[src/hw/rtl/dsm_pkg.sv]
package dsm_pkg;

  localparam int DSM_MAX_STATES  = 64;
  localparam int DSM_MAX_SYMBOLS = 16;

  localparam int DSM_OP_W     = 3;
  localparam int DSM_STATE_W  = 6;
  localparam int DSM_SYM_W    = 4;
  localparam int DSM_CHAR_W   = 8;
  localparam int DSM_ASIZE_W  = 5;
  localparam int DSM_ALPHA_DEPTH = 2 ** DSM_SYM_W;
  localparam int DSM_Q_DEPTH  = 2;

  typedef enum logic [DSM_OP_W-1:0] {
    OP_LOAD_SYM   = 3'd0,
    OP_LOAD_TRANS = 3'd1,
    OP_LOAD_ACC   = 3'd2,
    OP_CHAR       = 3'd3,
    OP_EOS        = 3'd4
  } dsm_op_t;

  typedef enum logic [1:0] {
    CMD_TRANS = 2'd0,
    CMD_ACC   = 2'd1,
    CMD_CHAR  = 2'd2,
    CMD_EOS   = 2'd3
  } dsm_cmd_kind_t;

  typedef struct packed {
    logic [DSM_OP_W-1:0]    operation;
    logic [DSM_STATE_W-1:0] state_index;
    logic [DSM_SYM_W-1:0]   symbol_index;
    logic [DSM_STATE_W-1:0] next_state;
    logic                   transition_valid;
    logic [DSM_CHAR_W-1:0]  char_value;
    logic                   accept_flag;
  } dsm_in_t;

  typedef struct packed {
    logic                   accepted;
    logic                   hit_dead;
    logic [DSM_STATE_W-1:0] end_state;
  } dsm_out_t;

  // classified request handed from front to back
  typedef struct packed {
    dsm_cmd_kind_t          kind;
    logic [DSM_STATE_W-1:0] st;
    logic [DSM_SYM_W-1:0]   col;
    logic [DSM_STATE_W-1:0] nxt;
    logic                   ok;
    logic                   flag;
  } dsm_cmd_t;

endpackage

[src/hw/rtl/dsm_fifo.sv]
module dsm_fifo import dsm_pkg::*; (
  input  logic     clk,
  input  logic     rst_n,
  input  logic     push_valid,
  output logic     push_ready,
  input  dsm_cmd_t push_data,
  output logic     pop_valid,
  input  logic     pop_ready,
  output dsm_cmd_t pop_data
);

  localparam int PW = $clog2(DSM_Q_DEPTH);

  dsm_cmd_t      buf_r [DSM_Q_DEPTH];
  logic [PW-1:0] wptr_r;
  logic [PW-1:0] rptr_r;
  logic [PW:0]   cnt_r;
  logic          push;
  logic          pop;

  assign push_ready = cnt_r != (PW + 1)'(DSM_Q_DEPTH);
  assign pop_valid  = cnt_r != '0;
  assign pop_data   = buf_r[rptr_r];
  assign push       = push_valid && push_ready;
  assign pop        = pop_valid && pop_ready;

  always_ff @(posedge clk) begin
    if (push) begin
      buf_r[wptr_r] <= push_data;
    end
  end

  always_ff @(posedge clk) begin
    if (!rst_n) begin
      wptr_r <= '0;
      rptr_r <= '0;
      cnt_r  <= '0;
    end else begin
      if (push) begin
        wptr_r <= wptr_r + 1'b1;
      end
      if (pop) begin
        rptr_r <= rptr_r + 1'b1;
      end
      if (push && !pop) begin
        cnt_r <= cnt_r + 1'b1;
      end else if (pop && !push) begin
        cnt_r <= cnt_r - 1'b1;
      end
    end
  end

endmodule

[config.mk]
export PLATFORM = sky130hd
export DESIGN_NAME = dsm_fifo
export DESIGN_NICKNAME = d
export VERILOG_FILES = /design/src/hw/rtl/dsm_pkg.sv /design/src/hw/rtl/dsm_fifo.sv
export SDC_FILE = /design/constraint.sdc
export NUM_CORES = 1
export LEC_CHECK = 0
export ABC_AREA = 1
export BUFFER_PORTS_ARGS = -buffer_cell sky130_fd_sc_hd__clkbuf_2
export CORE_ASPECT_RATIO = 2
export CORE_MARGIN = 2
export CORE_UTILIZATION = 55
export CTS_CLUSTER_SIZE = 28
export DETAILED_ROUTE_END_ITERATION = 8
export GPL_ROUTABILITY_DRIVEN = 0
export HOLD_SLACK_MARGIN = 0.05
export PLACE_DENSITY = 0.83
export SLEW_MARGIN = 10
export SYNTH_ARGS = -nofsm -noshare
export SYNTH_HDL_FRONTEND = slang
export SYNTH_SLANG_ARGS = --single-unit
[constraint.sdc]
create_clock -name clk -period 4.3 [get_ports clk]
set_input_delay 0.215 -clock clk [delete_from_list [all_inputs] [get_ports clk]]
set_output_delay 0.215 -clock clk [all_outputs]
set_load 0.005 [all_outputs]
# [After elaboration in Yosys (flattened, before gate mapping)]
# Memories as Yosys holds them, arrays and structs flattened. A register that Yosys moved wholly into a read port is not among the register bits.
# Index checks and enable logic that the tools add are counted.
[word_totals] regBits=4 latch_bits=0 mem_bits_rw=40 romBits=0 in_bits=24 output_inout_bits=22 word_cells=23 memories=1
[classes] n_addsub=4 mul=0 div_mod_pow=0 magnitude_cmp=0 eq_ne=1 shift=0 muxes=6 bitwise_logic=0 reduce_logical=8
[mem_list] memory="buf_r" words=2 word_bits=20 rd=1 rd_ports_with_merged_regs=1 wr=1 line="dsm_fifo.sv:14" source="dsm_cmd_t buf_r [DSM_Q_DEPTH];"
[op_table] cell="1-bit logical AND" n=4
[op_table] cell="1-bit 2-to-1 mux" n=4
[op_table] cell="2-bit 2-to-1 mux" n=2
[op_table] cell="2-bit nonzero test" n=2
[op_table] cell="1-bit adder, second input constant" n=2
[op_table] cell="2-bit by 1-bit adder with 2-bit output, second input constant" n=1
[op_table] cell="1-bit zero test" n=2
[op_table] cell="2-bit != test, second input constant" n=1
[op_table] cell="2-bit by 1-bit subtractor with 2-bit output, second input constant" n=1

# [Depth between registers and ports, before layout]
[logic_depth] depth_word=6 ltp_mapped=11 ltp_nobuf=11

# [Least setup slack after synthesis]
# Ideal clock, no wire load.
[synth_timing] path_kind="register to register" start="register cnt_r[0]" end="memory buf_r[0][0] (netlist name) (enable)" setup_ns=0.397 arrival_ns=1.413 required_ns=3.903 setup_slack_ns=2.490 stages_incl_launch_ff=5 n_path_buf=0 period_less_slack_ns=1.810 path_cell_list="dfxtp_1 -> inv_2 -> nand2_2 -> nand2_4 -> nor2_1"
[synth_between] elab_chain_len=4
[synth_lines] element="start, declared" line="dsm_fifo.sv:17" source="logic [PW:0] cnt_r;"
[synth_lines] element="start signal, assigned" line="dsm_fifo.sv:46" source="cnt_r <= cnt_r + 1'b1;"
[synth_lines] element="start signal, assigned" line="dsm_fifo.sv:48" source="cnt_r <= cnt_r - 1'b1;"
[synth_lines] element="2-bit != test" line="dsm_fifo.sv:21" source="assign push_ready = cnt_r != (PW + 1)'(DSM_Q_DEPTH);"
[synth_lines] element="via push_ready" line="dsm_fifo.sv:5" source="output logic push_ready,"
[synth_lines] element="1-bit logical AND" line="dsm_fifo.sv:24" source="assign push = push_valid && push_ready;"
[synth_lines] element="1-bit 2-to-1 mux" line="dsm_fifo.sv:28" source="if (push) begin"
[synth_lines] element="1-bit 2-to-1 mux (not written as such)" line="dsm_fifo.sv:29" source="buf_r[wptr_r] <= push_data;"
[synth_lines] element="end, declared" line="dsm_fifo.sv:14"
# The timed path passes the listed nets, and every way through them passes these cells.

# [Worst setup path after layout]
[layout_timing] start="register cnt_r[0]" end="memory buf_r[0][1] (netlist name) (enable)"
[layout_between] elab_chain_len=4
[layout_lines] element="2-bit != test" line="dsm_fifo.sv:21"
[layout_lines] element="1-bit logical AND" line="dsm_fifo.sv:24"
[layout_lines] element="1-bit 2-to-1 mux" line="dsm_fifo.sv:28"
[layout_lines] element="1-bit 2-to-1 mux (not written as such)" line="dsm_fifo.sv:29"
# Every way passes these cells.

==> run metrics <==
status complete, no violations; top-area cell type share of the netlist area 0.677; routed vias/inst 5.21; Num CTS Buffers 5; Slew Viols, Final 0; Setup CP Type reg2reg; number of port buffers 45; vias in the first global route 1026; Post-Place Worst Slack 2.52 ns; antenna violations before repair 0; initial DRC count 18; min-delay src push_data[6]; largest net degree at the start of global routing 21; PD cells 544 nW/um^2; Final period util 0.407; leading area contributor after synthesis edfxtp_1; multiplexer share of the synthesized area 0.169; # DRC 0; RSZ-0062 raised after global routing no; crit-path max cell delay 0.77 ns; Crit Path Max Fanout 20; Post-Syn Instances 99; crit path cell chain inv_2, nand2_2, nand2_4, nor2_2; final WL 2730 um; Synth area leaders edfxtp_1 68%, mux2_4 17%, dfxtp_1 5.6%; Tightest Hold Check Type in2reg; final net count 175; Relative slew margins 0.317; Syn Area/Cell 17.9 sq um; GR Overflow Total 0; element type at the critical path end flop; Final Instance Count excl. Fillers 182; placed cells 174; Leakage 0.000884 uW; synth-to-layout area growth 19.0%; placed cell area 2030 sq um; Max Clk Rate 571 MHz; Psw 314 uW; adder-cell share of the synthesized area 0.00705; slowest cell on the critical path nor2_2; Core Rows 29; part of the Yosys area used for sequential elements 0.733; Final WS setup 2.55 ns; chip width 44.2 um; min Tclk post-route 1.75 ns; crit path DAT 1.66 ns; clk root buf clkbuf_8; cell internal pwr 834 uW; CP required 4.21 ns; worst setup path start cnt_r[0]$_SDFFE_PN0P_; Logic pwr share 0.284; Final Hold Viols 0; TritonCTS Sinks 45; Die Area 3730 sq um; core area 3120 sq um; library cells used by synthesis 17; Clock Skews 0.00624 ns; Initial Util 0.569; Post-Syn Area 1780 sq um; Routed wire per std cell 15.0 um; vias post-DR 948; I/O pins 46; final setup vio count 0; Syn. warnings 0; max-cap viol count 0; global-route wire length before repair 4400 um; setup TNS 0 ns; Synth Area in Simple Gates 0.0479; crit path launch type flop; switch share 0.274; register bit total from synthesis 45; Flop pwr share 0.506; cts repair resizes 0; Die H 84.4 um; clock share of power 0.210; H-Tree Depth 2; finished layout cell area 2110 sq um; clock buffer depth 2; hpwl dp 2050 um; Routed Antenna Nets 0; reg2reg start cnt_r[0]$_SDFFE_PN0P_; fraction of synthesized cell area in xor and xnor cells 0; DRT Pass-1 Iters 3; hold buffers post-CTS 0; peak supply drop 0.398 mV; GRT Total Usage 0.165; setup bufs post-CTS 0; Clock Latency Late Sink 0.29 ns; CTS tree yes; syn nets 124; Compound-Gate Fraction of Synth Area 0.0127; clk slew on worst S/H paths 0.08 ns; ant diodes 0; measured slew at the worst slew-check pin 1.02 ns; layout cell share with drive strength beyond 1 0.523; largest family of logic cells by synthesized area multiplexers
## placed cells by master (no fill, tap or decap), types with 3 or more instances in the layout
cell type / synthesis / routed
clkbuf_2: 0 / 45
clkbuf_8: 0 / 5
clkinv_2: 1 / 3
dfxtp_1: 5 / 5
edfxtp_1: 40 / 40
inv_1: 6 / 6
mux2_4: 20 / 20
nand2_1: 7 / 7
nor2_1: 8 / 6
## cell usage after synthesis
| cell type | count |
|---|---|
| dfxtp_1 | 5 |
| nand2_2 | 1 |
| nand3_1 | 1 |
| o21ai_0 | 2 |
| o21a_1 | 1 |
| edfxtp_1 | 40 |
| mux2_4 | 20 |
| nand2_1 | 7 |
| inv_2 | 1 |
| inv_1 | 6 |
| nand4_1 | 1 |
| ha_1 | 1 |
| buf_6 | 2 |
| nor2_1 | 8 |
| nand2_4 | 1 |
| a21oi_1 | 1 |
| clkinv_2 | 1 |
## power groups by stage
stage / Clock [uW] / Combinational, uW / Sequential (uW)
global placement: 0 / 314 / 584
CTS: 249 / 333 / 581
detailed placement: 0 / 332 / 591
floorplan: 0 / 227 / 584
finish: 242 / 326 / 581
global route: 267 / 358 / 588
## final cells by class
type	count	area, sq um
sequential	45	1300
fill	222	1010
multi-input combinational	44	425
timing repair buffer	46	233
clock buffer	6	72.6
tap	31	38.8
inverter	8	31.3
clock inverter	2	10.0
## registers in the layout (all words and copies together) (netlist names), named ones only
name,count
wptr_r,1
buf_r,40
rptr_r,1
cnt_r,2
## path summary, 6_finish.rpt
| check | endpoint | slack (ns) | depth (start not counted) |
|---|---|---|---|
| hold reg to reg | wptr_r$_SDFFE_PN0P_ | 0.52 | 2 |
| setup / recovery | buf_r[0][1]$_DFFE_PP_ | 2.55 | 4 |
| hold / removal | buf_r[1][6]$_DFFE_PP_ | 0.11 | 1 |
| setup reg to reg | buf_r[0][1]$_DFFE_PP_ | 2.55 | 4 |
## worst max-delay path, delay by kind of cell, from the launching register on
family | cells | cell delay (ns)
AND/OR/NAND/NOR | 3 | 0.93
buffers and inverters | 1 | 0.07
flip-flops | 1 | 0.37
## per-layer routing
layer	track usage	wire [um]	part of all wire	vias to the layer above
met5	0	0	0	-
met3	0.0495	141	0.052	5
li1	-	-	-	458
met4	0.0744	57	0.021	0
met1	0.148	935	0.34	455
met2	0.310	1590	0.58	30
## cells by family (layout without fill, tap and decap cells)
logic type / after synthesis / in the layout
fa+ha+maj: 1 / 1
flops: 45 / 45
simple gates: 19 / 19
buf+inv: 10 / 62
compound gates: 4 / 4
mux: 20 / 20
## through the flow
stage | total power [uW] | hold slack (ns) | util
after floorplan | 811 | 0.314 | -
after global placement | 898 | 0.406 | 0.650
after detailed placement | 923 | 0.410 | 0.650
after CTS | 1160 | 0.103 | 0.677
after global routing | 1210 | 0.103 | 0.677
final | 1150 | 0.111 | 0.677
Note: power is estimated with default switching activity, not from simulation.
