## src/hw/rtl/dsm_pkg.sv

```systemverilog
package dsm_pkg;

  localparam int DSM_MAX_STATES  = 64;
  localparam int DSM_MAX_SYMBOLS = 16;

  localparam int DSM_OP_W     = 3;
  localparam int DSM_STATE_W  = 6;
  localparam int DSM_SYM_W    = 4;
  localparam int DSM_CHAR_W   = 8;
  localparam int DSM_ASIZE_W  = 5;
  localparam int DSM_ALPHA_DEPTH = 2 ** DSM_SYM_W;
  localparam int DSM_Q_DEPTH  = 2;

  typedef enum logic [DSM_OP_W-1:0] {
    OP_LOAD_SYM   = 3'd0,
    OP_LOAD_TRANS = 3'd1,
    OP_LOAD_ACC   = 3'd2,
    OP_CHAR       = 3'd3,
    OP_EOS        = 3'd4
  } dsm_op_t;

  typedef enum logic [1:0] {
    CMD_TRANS = 2'd0,
    CMD_ACC   = 2'd1,
    CMD_CHAR  = 2'd2,
    CMD_EOS   = 2'd3
  } dsm_cmd_kind_t;

  typedef struct packed {
    logic [DSM_OP_W-1:0]    operation;
    logic [DSM_STATE_W-1:0] state_index;
    logic [DSM_SYM_W-1:0]   symbol_index;
    logic [DSM_STATE_W-1:0] next_state;
    logic                   transition_valid;
    logic [DSM_CHAR_W-1:0]  char_value;
    logic                   accept_flag;
  } dsm_in_t;

  typedef struct packed {
    logic                   accepted;
    logic                   hit_dead;
    logic [DSM_STATE_W-1:0] end_state;
  } dsm_out_t;

  // classified request handed from front to back
  typedef struct packed {
    dsm_cmd_kind_t          kind;
    logic [DSM_STATE_W-1:0] st;
    logic [DSM_SYM_W-1:0]   col;
    logic [DSM_STATE_W-1:0] nxt;
    logic                   ok;
    logic                   flag;
  } dsm_cmd_t;

endpackage

```

## src/hw/rtl/dsm_front.sv

```systemverilog
module dsm_front import dsm_pkg::*; #(
  parameter int MAX_STATES  = DSM_MAX_STATES,
  parameter int MAX_SYMBOLS = DSM_MAX_SYMBOLS
) (
  input  logic                   clk,
  input  logic                   rst_n,
  input  logic                   in_valid,
  output logic                   in_ready,
  input  dsm_in_t                in_req,
  input  logic                   cfg_we,
  input  logic [DSM_ASIZE_W-1:0] cfg_wdata,
  output logic                   cmd_valid,
  input  logic                   cmd_ready,
  output dsm_cmd_t               cmd
);

  localparam int NA = (MAX_SYMBOLS < DSM_ALPHA_DEPTH) ? MAX_SYMBOLS : DSM_ALPHA_DEPTH;
  localparam int KW = (NA > 1) ? $clog2(NA) : 1;

  logic [DSM_CHAR_W-1:0]  alpha_r [NA];
  logic [DSM_ASIZE_W-1:0] asize_r;
  logic [NA-1:0]          hit;
  logic [KW-1:0]          hit_idx;
  logic                   found;
  logic                   fwd;
  logic                   alpha_we;
  logic                   st_ok;
  logic                   sym_ok;
  logic                   nxt_ok;

  assign st_ok  = int'(in_req.state_index) < MAX_STATES;
  assign sym_ok = int'(in_req.symbol_index) < MAX_SYMBOLS;
  assign nxt_ok = int'(in_req.next_state) < MAX_STATES;

  // first alphabet entry below the configured size that matches
  always_comb begin
    for (int i = 0; i < NA; i++) begin
      hit[i] = (asize_r > DSM_ASIZE_W'(i)) && (alpha_r[i] == in_req.char_value);
    end
    hit_idx = '0;
    for (int i = NA - 1; i >= 0; i--) begin
      if (hit[i]) begin
        hit_idx = KW'(i);
      end
    end
  end

  assign found = |hit;

  always_comb begin
    fwd      = 1'b0;
    alpha_we = 1'b0;
    cmd.kind = CMD_CHAR;
    cmd.st   = in_req.state_index;
    cmd.col  = in_req.symbol_index;
    cmd.nxt  = in_req.next_state;
    cmd.ok   = 1'b0;
    cmd.flag = in_req.accept_flag;
    unique case (in_req.operation)
      OP_LOAD_SYM: begin
        alpha_we = sym_ok;
      end
      OP_LOAD_TRANS: begin
        cmd.kind = CMD_TRANS;
        fwd      = st_ok && sym_ok;
        cmd.ok   = in_req.transition_valid && nxt_ok;
      end
      OP_LOAD_ACC: begin
        cmd.kind = CMD_ACC;
        fwd      = st_ok;
      end
      OP_CHAR: begin
        cmd.kind = CMD_CHAR;
        fwd      = 1'b1;
        cmd.ok   = found;
        cmd.col  = DSM_SYM_W'(hit_idx);
      end
      OP_EOS: begin
        cmd.kind = CMD_EOS;
        fwd      = 1'b1;
      end
      default: begin
        fwd = 1'b0;
      end
    endcase
  end

  assign in_ready  = cmd_ready;
  assign cmd_valid = in_valid && fwd;

  always_ff @(posedge clk) begin
    if (in_valid && in_ready && alpha_we) begin
      alpha_r[in_req.symbol_index[KW-1:0]] <= in_req.char_value;
    end
  end

  always_ff @(posedge clk) begin
    if (!rst_n) begin
      asize_r <= '0;
    end else if (cfg_we) begin
      asize_r <= cfg_wdata;
    end
  end

endmodule

```

## config.mk

```make
export PLATFORM = sky130hd
export DESIGN_NAME = dsm_front
export DESIGN_NICKNAME = d
export VERILOG_FILES = /design/src/hw/rtl/dsm_pkg.sv /design/src/hw/rtl/dsm_front.sv
export SDC_FILE = /design/constraint.sdc
export NUM_CORES = 1
export LEC_CHECK = 0
export BUFFER_PORTS_ARGS = -buffer_cell sky130_fd_sc_hd__buf_4
export CAP_MARGIN = 20
export CORE_ASPECT_RATIO = 1.2
export CORE_UTILIZATION = 50
export CTS_BUF_LIST = sky130_fd_sc_hd__clkbuf_4 sky130_fd_sc_hd__clkbuf_8
export DETAILED_ROUTE_END_ITERATION = 16
export GPL_TIMING_DRIVEN = 0
export PLACE_DENSITY = 0.69
export SETUP_SLACK_MARGIN = 0.05
export SLEW_MARGIN = 25
export SYNTH_ARGS = -nofsm -noshare
export SYNTH_HDL_FRONTEND = slang
export SYNTH_SLANG_ARGS = --single-unit
```

## constraint.sdc

```tcl
create_clock -name clk -period 3.2 [get_ports clk]
set_input_delay 0.32 -clock clk [delete_from_list [all_inputs] [get_ports clk]]
set_output_delay 0.32 -clock clk [all_outputs]
set_load 0.01 [all_outputs]
```

== Word level (Yosys, flattened, before mapping) ==
Memory sizes are Yosys's and may differ from the RTL's.
Cells that the tools add are included.

* Memories kept: 1
* Register bits: 5
* ROM bits: 0
* Bits of input ports: 39
* Word-level logic and storage cells: 83
* Bits in writable memories: 128
* Output and inout bits: 22
* Bits in latches: 0

{| class="wikitable"
|+ Memories
! memory !! words !! width !! read ports !! clocked after memory_dff !! wr ports !! RTL line !! text
|-
| alpha_r || 16 || 8 || 16 || 0 || 1 || dsm_front.sv:20 || <nowiki>logic [DSM_CHAR_W-1:0] alpha_r [NA];</nowiki>
|}

* Muxes and demuxes: 23
* $add $sub $neg: 0
* Shifts and indexed selects: 0
* Order comparisons: 16
* $mul: 0
* Eq/ne operators: 20
* Divide/modulo/power cells: 0
* Reductions and logical operators: 22
* Bitwise gates (word level): 0

{| class="wikitable"
|+ Operators by type and width
! kind !! count
|-
| 8-bit equality test || 16
|-
| 4-bit two-way mux || 17
|-
| 5-bit by 4-bit > comparator with 1-bit output, second input constant || 8
|-
| 5-bit by 3-bit > comparator with 1-bit output, second input constant || 4
|-
| 1-bit logical AND || 19
|-
| 16-bit OR reduction || 1
|-
| 5-bit by 1-bit > comparator with 1-bit output, second input constant || 2
|-
| 5-bit by 2-bit > comparator with 1-bit output, second input constant || 2
|-
| 3-bit by 2-bit equality test with 1-bit output, second input constant || 2
|-
| 2-bit one-hot mux with 3 select lines || 1
|-
| 1-bit two-way mux || 4
|-
| 4-bit OR reduction || 1
|-
| 3-bit by 1-bit equality test with 1-bit output, second input constant || 1
|-
| 3-bit equality test, second input constant || 1
|-
| 3-bit logical NOT || 1
|-
| 1-bit one-hot mux with 2 select lines || 1
|}

== Depth between registers and ports, before layout ==
Gate-level depths: netlist of run 1.
An unclocked memory read counts as a cell.

* Depth after elaboration: 20
* Gate-level depth with buffers: 9
* Mapped depth without buffers: 7

== Worst setup path after synthesis of run 1 ==
Ideal clock, no wire load.

* Kind: input-to-reg
* Start: input in_req[27] in the netlist's numbering
* End: memory alpha_r[0][0] (enable)
* Path buffers: 1
* Data arrival time: 1.949 ns
* Slack: 0.868 ns
* Stages on the path: 4
* Library setup time: 0.383 ns
* Required time: 2.817 ns
* Path through: clkbuf_1 -> nor4_1 -> or3b_1 -> nor3_1

* Word-level cells in the longest chain between the ends: 5

{| class="wikitable"
|+ Ends and longest elaborated chain
! element !! RTL line !! text
|-
| start: declaration || dsm_front.sv:9 || <nowiki>input dsm_in_t in_req,</nowiki>
|-
| 3-bit logical NOT || dsm_front.sv:59 || <nowiki>unique case (in_req.operation)</nowiki>
|-
| 1-bit two-way mux || dsm_front.sv:59 ||
|-
| 1-bit logical AND || dsm_front.sv:92 || <nowiki>if (in_valid && in_ready && alpha_we) begin</nowiki>
|-
| 1-bit two-way mux || dsm_front.sv:92 ||
|-
| 1-bit two-way mux (implied by the code) || dsm_front.sv:93 || <nowiki>alpha_r[in_req.symbol_index[KW-1:0]] <= in_req.char_value;</nowiki>
|-
| end: declaration || dsm_front.sv:20 ||
|}

Every way passes these cells.

==> metrics.txt, run 1 <==
run status finished clean; die height 125 µm; total track usage 23.2%; post-synth cell types 49; worst-path cell chain buf_2 -> nor4_1 -> nor3_1 -> or3_4 -> o41ai_2 -> buf_4; r2r setup slk 2.09 ns; WL/cell 20.4 µm; slowest stage delay, CP 0.47 ns; Synth area leader edfxtp_1; Setup Skew 0 ns; Initial Util 51.9%; Post-DP Area 6880 µm²; Final WS setup 0.181 ns; First DRT Iteration DRCs 388; postcts setup bufs 0; Synth Net Count 498; top cell type's share of synthesized area 60.6%; first-pass GRT wire length 21.9 mm; peak supply drop 0.244 mV; YS warnings 0; Clock Latency Late Sink 0.43 ns; Tcrit/Tclk final 94.4%; GR Overflow Total 0; worst hold path class in -> reg; clk slew on worst S/H paths 0.08 ns; cell total after placement 665; startpoint types flop; drt drc 0; final setup violating endpoints 0; leak pwr 2.50 nW; Mean Syn Cell Area 13.8 µm²; Syn Inst Count 459; vias in the first global route 3759; Die X 105 µm; Critical Path RT 2.88 ns; RSZ-0062 raised after global routing no; Pwr Total 3.72 mW; Max Cap Violations 0; most instantiated cells after synthesis edfxtp_1, xnor2_1, xor2_1; RR Endpoint asize_r[4]; final hold vios 0; worst r2r src asize_r[4]; TritonCTS clock tree yes; Ports 61; Clock Sinks 133; synthesis-to-finish area growth 15.5%; Final Non-Filler Cells 697; final instance area 7320 µm²; Post-CTS Hold Fix Bufs 0; pin count of the biggest net entering global routing 18; crit-path max FO 10; Final min period 3.02 ns; Worst setup EP type primary output; Crit Path Class reg -> out; Clk Tree Root Cell clkbuf_8; power per cell area 509 nW/µm²; CTS Buf Count 17; Setup WS pre-CTS 0.249 ns; Clock Tree Buf Depth 2; end of the critical path cmd[11]; Final ANT Viol Nets 0; Max Slew Vio Count 0; port bufs 45; Die ar. 13100 µm²; Fin Hold WS 0.133 ns; fin util 59.9%; vias per cell 5.53; setup tns final 0 ns; synthesized area 6340 µm²; Slew @ Worst Pin 0.811 ns; Post-synth ARST share 0%; # H-tree levels 4; Core ar. 12200 µm²; number of antenna violations at the first check in global routing 0; Rows 44; antenna fix cells 0; ys flop type edfxtp_1; Seq/Total Area, Yosys 62.2%; placer's final routability congestion estimate 0.894; r2r worst-path depth 3; Achievable Freq 0.331 GHz; final WL 14.2 mm; Worst EP arrival 2.70 ns; slowest CP cell nor4_1; DR pass1 iterations 5; Critical Path Start asize_r[4]; Slew Limit Headroom 45.7%; flops & latches, synth 133; Synth area leaders edfxtp_1, xnor2_1, xor2_1; Post-DP HPWL 9.55 mm; NumNets Final 562; EDFF count, synth 128; most numerous cell in the Yosys netlist edfxtp_1; post-cts sizing count 0; via count 3853; share of cells above drive strength 1 22.8%
how the worst min path moves through the flow:
stage / end / start / cells past startpoint
finish: asize_r[2] / rst_n / 2
global route: asize_r[0] / rst_n / 2
CTS: asize_r[2] / rst_n / 2
detailed placement: asize_r[2] / rst_n / 2
global placement: asize_r[0] / rst_n / 2
floorplan: alpha_r[0][0] / in_req[1] / 0
critical path, delay by kind of cell (launching register included):
kind | cells | cell delay (ns)
buffers and inverters | 2 | 0.43
DFF | 1 | 0.40
and+or+nand+nor | 3 | 1.08
AOI/OAI and AO/OA | 1 | 0.35
kinds of logic after synthesis:
kind of cell / after synthesis / synth area share, %
compound gates: 31 / 3.63
xor+xnor: 130 / 18.0
buf+inv: 39 / 4.60
flops: 133 / 62.2
mux: 5 / 0.790
simple gates: 121 / 10.8
per-layer routing:
layer  track usage [%]  part of all wire [%]  up-vias
met5                 0                     0        -
met4              8.95                   2.2        0
met3              4.64                   6.5       31
met2              37.9                    49      154
met1              30.5                    43     1885
li1                  -                     -     1783
sequential cells by signal, summed over array words and instances, names as in the netlist:
name and cells:
alpha_r 128, asize_r 5
report_power, final:
| part | switching [mW] | total [mW] | internal, mW | leakage (nW) |
|---|---|---|---|---|
| Clock | 0.634 | 1.48 | 0.851 | 0.199 |
| Sequential | 0.00503 | 1.92 | 1.91 | 1.19 |
| Combinational | 0.185 | 0.323 | 0.138 | 1.11 |
| Total | 0.824 | 3.72 | 2.90 | 2.50 |
area by class of cell:
type / instances / area, µm²
Tap cell: 161 / 201
Clock buffer: 18 / 241
Buffer: 37 / 284
Clock inverter: 14 / 183
Timing Repair Buffer: 45 / 338
Fill cell: 973 / 4900
Inverter: 2 / 7.51
Sequential cell: 133 / 3940
Multi-Input combinational cell: 287 / 2120
cells in the final DEF, fill, tap and decap left out, drive strengths merged, types with 6 or more instances in the layout:
master / Yosys / final
nand4: 16 / 16
buf: 35 / 80
nand2: 14 / 14
edfxtp: 128 / 128
nor3: 14 / 14
nand3: 8 / 8
xor2: 59 / 59
a21oi: 6 / 6
nor2: 25 / 25
nor2b: 9 / 9
xnor2: 71 / 71
clkbuf: 2 / 20
nor4: 17 / 17
(Power assumes the default switching activity.)
==> inputs of run 2 (changes only) <==
CORE_UTILIZATION = 25   (was 50)
PLACE_DENSITY = 0.39   (was 0.69)
==> metrics.txt, run 2 (synthesis gave the netlist of run 1 again) <==
final hold vios 0 (unchanged); Clk Tree Root Cell clkbuf_8; Initial Util 25.5% (-26 points); via count 3811 (-1.1%); placer's final routability congestion estimate 0.791 (-12%); fillers 2490 (+160%); worst hold path class in -> reg; commonest cells after routing, fill and taps aside edfxtp_1, xnor2_1, buf_4, xor2_1, nor2_1; GR Overflow Total 0 (unchanged); Max Cap Violations 0 (unchanged); Setup Skew 0 ns (unchanged); TritonCTS clock tree yes; postcts setup bufs 0 (unchanged); r2r setup slk 2.15 ns (+0.06 ns); max reg flops 128 (unchanged); die height 176 µm (+41%); synthesis-to-finish area growth 19.0%; Ports 61 (unchanged); Final ANT Viol Nets 0 (unchanged); area of the multi-input gates 2160 µm² (+1.8%); Clock Latency Late Sink 0.45 ns (+0.02 ns); clk slew on worst S/H paths 0.08 ns (about the same); Post-DP HPWL 11.7 mm (+22%); Crit path max-delay family compound AO/OA/AOI/OAI gates; Post-CTS Hold Fix Bufs 0 (unchanged); worst-path cell chain clkbuf_4 -> and2_1 -> o311ai_1 -> nor4_4 -> nor2_1 -> nand2_1 -> a211o_1 -> o221ai_1 -> buf_4; number of antenna violations at the first check in global routing 0 (unchanged); Setup WS pre-CTS 0.0955 ns (-0.153 ns); Achievable Freq 0.332 GHz (+0.26%); Worst setup EP type primary output; First DRT Iteration DRCs 172 (-56%); final setup violating endpoints 0 (unchanged); total track usage 14.3% (-8.9 points); startpoint types flop; port bufs 45 (unchanged); drt drc 0 (unchanged); share of cells above drive strength 1 23.6% (+0.79 points); worst path bufs/invs 2 (unchanged); Clock Sinks 133 (unchanged); Crit Path Class reg -> out; run status finished clean; commonest non-fill, non-tap cell in the layout edfxtp_1; DR pass1 iterations 4 (-1); fin util 30.4% (-30 points); vias in the first global route 3861 (+2.7%); NumNets Final 562 (unchanged); worst r2r src asize_r[4]; first-pass GRT wire length 25.8 mm (+18%); power per cell area 490 nW/µm² (-3.7%); crit-path max FO 10 (unchanged); Die ar. 26000 µm² (+98%); setup tns final 0 ns (unchanged); pin count of the biggest net entering global routing 18 (unchanged); r2r worst-path depth 3 (unchanged); hold path cells 2 (unchanged); post-cts sizing count 1 (+1); Max Slew Vio Count 0 (unchanged); RSZ-0062 raised after global routing no; antenna fix cells 0 (unchanged); final WL 17.8 mm (+25%); Core ar. 24800 µm² (+100%); Rows 63 (+43%); Tcrit/Tclk final 94.1% (-0.25 points); CTS Buf Count 17 (unchanged); WL/cell 20.7 µm (+1.3%); peak supply drop 0.214 mV (-12%); leak pwr 2.50 nW (about the same); Slew @ Worst Pin 0.835 ns (+0.0234 ns); slowest stage delay, CP 0.39 ns (-0.08 ns); Die X 147 µm (+41%); Worst EP arrival 2.69 ns (about the same); Clock Tree Buf Depth 2 (unchanged); Final WS setup 0.189 ns (+0.00792 ns); FF/Latch Area 3950 µm² (about the same); Hold EP asize_r[1]; vias per cell 4.43 (-20%); Slew Limit Headroom 44.1% (-1.6 points); Critical Path RT 2.88 ns (about the same); slowest CP cell o311ai_1; Final min period 3.01 ns (-0.00792 ns); # H-tree levels 4 (unchanged); RR Endpoint asize_r[4]; min-delay src rst_n
-- run 2: changes by cell type in the layout (fill, tap and decap cells not counted), sizes merged --
cell	before	now
buf	80	77
clkinv	5	8
clkbuf	20	22
inv	3	2
bufinv	4	3
clkinvlp	4	3
-- run 2: per-stage QoR --
stage / hold slack, ns / instances / area, µm² / power, mW
after floorplan: 0.419 / 459 / 6340 / 2.14
after global placement: 0.583 / 829 / 7080 / 2.30
after detailed placement: 0.569 / 829 / 7090 / 2.30
after CTS: 0.0900 / 860 / 7490 / 3.73
after global routing: 0.108 / 860 / 7540 / 3.83
final: 0.105 / 860 / 7540 / 3.70
-- run 2: final cells by class --
cell class | instances | share of cell area, %
Buffer | 37 | 3.86
Clock buffer | 17 | 3.10
Clock inverter | 14 | 2.14
Inverter | 2 | 0.0995
Multi-Input combinational cell | 287 | 28.6
Sequential cell | 133 | 52.3
Tap cell | 325 | 5.39
Timing Repair Buffer | 45 | 4.48
-- run 2: worst max path at each step --
stage                    start            end  slack (ns)  cells past startpoint
floorplan           in_req[27]  alpha_r[0][0]        0.87                      4
global placement     in_req[1]         cmd[8]        0.12                     11
detailed placement   in_req[8]         cmd[8]         0.1                     11
CTS                 asize_r[4]        cmd[11]        0.05                      6
global route        asize_r[2]         cmd[9]        0.07                      9
finish              asize_r[2]         cmd[9]        0.19                      9
-- run 2: power breakdown --
part	switching, mW	internal [mW]	leakage (nW)
Combinational	0.206	0.141	1.12
Clock	0.675	0.759	0.193
Sequential	0.00595	1.91	1.19
Total	0.887	2.81	2.50
-- run 2: routing by layer --
layer | GRT usage (%) | wire length, µm
met4 | 5.15 | 318
met5 | 0 | 0
met2 | 26.2 | 9430
met3 | 2.58 | 605
met1 | 16.5 | 7430
